### src/hw/rtl/pplr_pkg.sv
// Shared types and constants for the page pool lookup and replacement block.
package pplr_pkg;

    localparam int NUM_PAGES = 8;
    localparam int PW = 3;
    localparam logic [31:0] SAT32 = 32'hFFFF_FFFF;
    localparam logic [31:0] BLK_BYTES_RST = 32'd4096;

    typedef enum logic [1:0] {
        OP_LOOKUP   = 2'd0,
        OP_ALLOCATE = 2'd1,
        OP_RELEASE  = 2'd2,
        OP_PREPARE  = 2'd3
    } t_op;

    typedef enum logic [2:0] {
        ST_IDLE,
        ST_SCAN,
        ST_MIN,
        ST_TIE,
        ST_APPLY,
        ST_OUT
    } t_state;

    // Controller to datapath commands
    typedef struct packed {
        logic load;
        logic scan;
        logic find_min;
        logic pick_tie;
        logic apply;
    } t_cmd;

    // Datapath to controller status
    typedef struct packed {
        logic op_alloc;
        logic free_found;
    } t_sts;

    typedef struct packed {
        logic        status;
        logic [2:0]  page_index;
        logic [63:0] page_base;
        logic [32:0] page_length;
        logic [1:0]  page_blocks;
        logic [31:0] page_usage;
    } t_result;

endpackage

### src/hw/rtl/pplr_ctrl.sv
// Controller state machine sequencing one operation through the datapath.
module pplr_ctrl (
    input  logic            i_clk,
    input  logic            i_rst_n,
    input  logic            i_in_valid,
    output logic            o_in_ready,
    output logic            o_out_valid,
    input  logic            i_out_ready,
    input  pplr_pkg::t_sts  i_sts,
    output pplr_pkg::t_cmd  o_cmd
);

    pplr_pkg::t_state r_state, n_state;

    // State register
    always_ff @(posedge i_clk) begin
        if (!i_rst_n) begin
            r_state <= pplr_pkg::ST_IDLE;
        end else begin
            r_state <= n_state;
        end
    end

    // Next state and commands
    always_comb begin
        n_state     = r_state;
        o_cmd       = '0;
        o_in_ready  = 1'b0;
        o_out_valid = 1'b0;
        case (r_state)
            pplr_pkg::ST_IDLE: begin
                o_in_ready = 1'b1;
                if (i_in_valid) begin
                    o_cmd.load = 1'b1;
                    n_state    = pplr_pkg::ST_SCAN;
                end
            end
            pplr_pkg::ST_SCAN: begin
                o_cmd.scan = 1'b1;
                if (i_sts.op_alloc && !i_sts.free_found) begin
                    n_state = pplr_pkg::ST_MIN;
                end else begin
                    n_state = pplr_pkg::ST_APPLY;
                end
            end
            pplr_pkg::ST_MIN: begin
                o_cmd.find_min = 1'b1;
                n_state        = pplr_pkg::ST_TIE;
            end
            pplr_pkg::ST_TIE: begin
                o_cmd.pick_tie = 1'b1;
                n_state        = pplr_pkg::ST_APPLY;
            end
            pplr_pkg::ST_APPLY: begin
                o_cmd.apply = 1'b1;
                n_state     = pplr_pkg::ST_OUT;
            end
            pplr_pkg::ST_OUT: begin
                o_out_valid = 1'b1;
                if (i_out_ready) begin
                    n_state = pplr_pkg::ST_IDLE;
                end
            end
            default: n_state = pplr_pkg::ST_IDLE;
        endcase
    end

endmodule

### config.mk
export PLATFORM = sky130hd
export DESIGN_NAME = pplr_ctrl
export DESIGN_NICKNAME = d
export VERILOG_FILES = /design/src/hw/rtl/pplr_pkg.sv /design/src/hw/rtl/pplr_ctrl.sv
export SDC_FILE = /design/constraint.sdc
export NUM_CORES = 1
export LEC_CHECK = 0
export ABC_AREA = 0
export BUFFER_PORTS_ARGS = -buffer_cell sky130_fd_sc_hd__buf_4
export CAP_MARGIN = 20
export CELL_PAD_IN_SITES_DETAIL_PLACEMENT = 1
export CELL_PAD_IN_SITES_GLOBAL_PLACEMENT = 2
export CORE_UTILIZATION = 16
export CTS_CLUSTER_DIAMETER = 200
export DETAILED_ROUTE_END_ITERATION = 8
export PLACE_DENSITY_LB_ADDON = 0.1
export SKIP_LAST_GASP = 1
export SYNTH_ARGS = -nofsm -noshare
export SYNTH_HDL_FRONTEND = slang
export SYNTH_SLANG_ARGS = --single-unit
### constraint.sdc
create_clock -name i_clk -period 1.35 [get_ports i_clk]
set_clock_uncertainty 0.2 [all_clocks]
set_input_delay 0.135 -clock i_clk [delete_from_list [all_inputs] [get_ports i_clk]]
set_output_delay 0.135 -clock i_clk [all_outputs]
set_load 0.01 [all_outputs]
==> impl_metrics.json <==
{
  "crit_fanout": 13,
  "endpoint": "o_cmd[4]",
  "violations": "negative setup slack",
  "finalWorstSetupSlack_ps": -34.9,
  "numCtsBuffers": 3,
  "layout.nets": 53,
  "synth_seq_cells": 3,
  "period_minus_slack_ps": 1380,
  "period_share": 1.03,
  "wl_per_cell_microns": 10.3,
  "core.rowCount": 12,
  "cp.arrival_ps": 1050,
  "die_y_microns": 38.2,
  "fp.coreArea_sq_um": 1160,
  "htreeDepth": 1,
  "reg2reg_depth": 3,
  "grt_max_degree": 14,
  "p_comb_frac": 0.278,
  "hp-start": "i_in_valid",
  "top_regs": "r_state x3",
  "root_buffer": "clkbuf_4",
  "avgViaCountPerCell": 4.35,
  "crit_path_end_kind": "output pin",
  "critical_path_class": "flip-flop to output pin",
  "netlist_area_sq_um": 210,
  "cts_tree": "yes",
  "power_per_cell_area_nw_per_um2": 869,
  "grt_antenna_before_repair": 0,
  "fillers": 133,
  "critPathLaunchType": "flip-flop",
  "status": "finished with violations",
  "syn_avg_cell_area_sq_um": 8.08,
  "ys_types": 16,
  "largest_reg_flops": 3,
  "ys_seq_area_frac": 0.286,
  "clkSinkCount": 3,
  "rrSetupSlack_ps": 90,
  "hold_viol": 0,
  "clock_latency_ps": 230,
  "p_int_mw": 0.272,
  "p_leak_nw": 0.197,
  "slew_violations": 0,
  "first_iter_violations": 2,
  "peakVddDrop_uv": 225,
  "cap_viol_max_count": 0,
  "fp.dieW_microns": 38.2,
  "worstPathRequired_ps": 1010,
  "dr.pass1.iters": 2,
  "drc_errors": 0,
  "p_sw_mw": 0.0963,
  "p_clk_frac": 0.424,
  "design_power_total_mw": 0.369,
  "placed_cell_area_sq_um": 309,
  "seq_power_share": 0.298,
  "hold_path_class": "input pin to flip-flop",
  "final_area_sq_um": 424,
  "worstMarginPinSlew_ps": 212,
  "antenna_cells": 0,
  "drtAntennaViolNets": 0,
  "crit_family": "flip-flops",
  "wl_microns": 615,
  "worst_path_max_delay_cell": "dfxtp_4",
  "final-setup-viol-count": 3,
  "r2r_end": "r_state[1]$_SDFFE_PN0P_",
  "crit_cells": 3,
  "timing.rr.start": "r_state[1]$_SDFFE_PN0P_",
  "grt_pass1_wl_microns": 1180,
  "place_ws_ps": 62.9,
  "areaGrowthSynthToFinish_pct": 102,
  "multi_input_area_sq_um": 146,
  "worstSetupStartpoint": "r_state[2]$_SDFFE_PN0P_",
  "io_buffer_count": 12,
  "grt_pass1_vias": 296,
  "gp_congestion": 0.664,
  "fin_setup_tns_ps": -59.6,
  "rsz0062_at_grt": "true",
  "synthCells": 26,
  "synth_warnings": 0,
  "clock_path_buffers": 2,
  "synthesis.nets": 32,
  "vias": 261,
  "fp.dieArea_sq_um": 1460,
  "p_sw_frac": 0.261,
  "post-route-util": 0.367,
  "hpwlAfterDp_microns": 436,
  "regArea_sq_um": 68.8,
  "worstPathCellList": "nor3_4, and2_1, buf_4",
  "critPathMaxStageDelay_ps": 380,
  "layout-drive-gt1-share": 0.609,
  "clk_pin_slew_ps": 40,
  "largest-register": "r_state",
  "grt-ovfl-total": 0,
  "fmax_ghz": 0.722,
  "io_pins": 13,
  "grt.total_usage": 0.115,
  "slew_headroom": 0.858,
  "start_util": 0.182,
  "critPathBufInv": 1
}
## synthesized netlist by cell type
master,count,area (sq um)
inv_1,1,3.75
nand2b_1,1,6.26
buf_2,2,10.0
nor3b_1,3,22.5
dfxtp_1,3,60.1
and3b_1,1,8.76
and3_1,2,12.5
nor3_1,3,15.0
a21oi_1,1,5.00
mux2i_1,1,10.0
nor4_1,2,12.5
nand2_1,2,7.51
buf_6,1,11.3
or3b_4,1,11.3
and2_1,1,6.26
a211oi_1,1,7.51
## worst min-delay path: cells and delay by family
family | cells | cell delay, ps
buffers and inverters | 1 | 90
and+or+nand+nor | 1 | 40
AOI/OAI and AO/OA | 1 | 180
## how the worst min path moves through the flow
stage,depth (start not counted),endpoint,slack [ps]
2_1_floorplan,2,r_state[0]$_SDFFE_PN0P_,80
3_3_place_gp,2,r_state[1]$_SDFFE_PN0P_,190
3_5_place_dp,2,r_state[1]$_SDFFE_PN0P_,200
4_1_cts,3,r_state[0]$_SDFFE_PN0P_,70
5_1_grt,3,r_state[0]$_SDFFE_PN0P_,100
6_report,3,r_state[0]$_SDFFE_PN0P_,70
## power groups by stage
stage               logic (mW)  registers, mW  clock network (mW)
finish                   0.102          0.110               0.156
global route             0.113          0.113               0.179
CTS                      0.102          0.109               0.169
detailed placement      0.0748          0.111                   0
global placement        0.0740          0.110                   0
floorplan               0.0510         0.0983                   0
## cells in the final DEF, fill, tap and decap left out
cell           netlist  layout
buf_4                0      14
clkbuf_1             0       1
dlygate4sd3_1        0       2
mux2i_1              1       1
nand2_1              2       2
a21oi_1              1       1
dfxtp_4              0       2
nor3b_2              0       1
and3_1               2       2
nor3_2               0       1
dfxtp_2              0       1
nor3b_1              3       2
and3b_1              1       1
nor3_4               0       1
or3b_4               1       1
and2_1               1       1
buf_6                1       3
nor3_1               3       1
nand2b_1             1       1
nor4_1               2       2
inv_4                0       1
clkbuf_4             0       3
a211oi_1             1       1
## kinds of logic (layout without fill, tap and decap cells)
group           after synthesis  in the layout  share of synthesized area
simple gates                 16             16                      0.488
mux                           1              1                     0.0476
buf+inv                       4             24                      0.119
flops                         3              3                      0.286
compound gates                2              2                     0.0595
## routing by layer
layer | up-vias | share of wire | GRT usage
met5 | - | 0 | 0
met4 | 0 | 0 | 0.107
met3 | 0 | 0.072 | 0.00581
met1 | 120 | 0.45 | 0.130
met2 | 9 | 0.48 | 0.191
li1 | 132 | - | -
## layout make-up
type | instances | share of cell area
Multi-Input combinational cell | 19 | 0.345
Tap cell | 14 | 0.0413
Inverter | 1 | 0.0147
Sequential cell | 3 | 0.162
Clock buffer | 4 | 0.0619
Timing Repair Buffer | 19 | 0.375
## repair_timing
action,CTS,global route
gates cloned,0,0
hold buffers,2,0
endpoints found under the hold margin,3,0
pin swaps,1,2
endpoints found under the setup margin,7,8
buffers inserted,3,1
gates resized for setup,12,1
## metrics by stage
stage	cells	hold WS (ps)
floorplan	26	80.9
global placement	50	186
detailed placement	50	197
CTS	59	69.2
global route	60	105
finish	60	68.2
No activity file was read; power rests on OpenSTA's default activity.
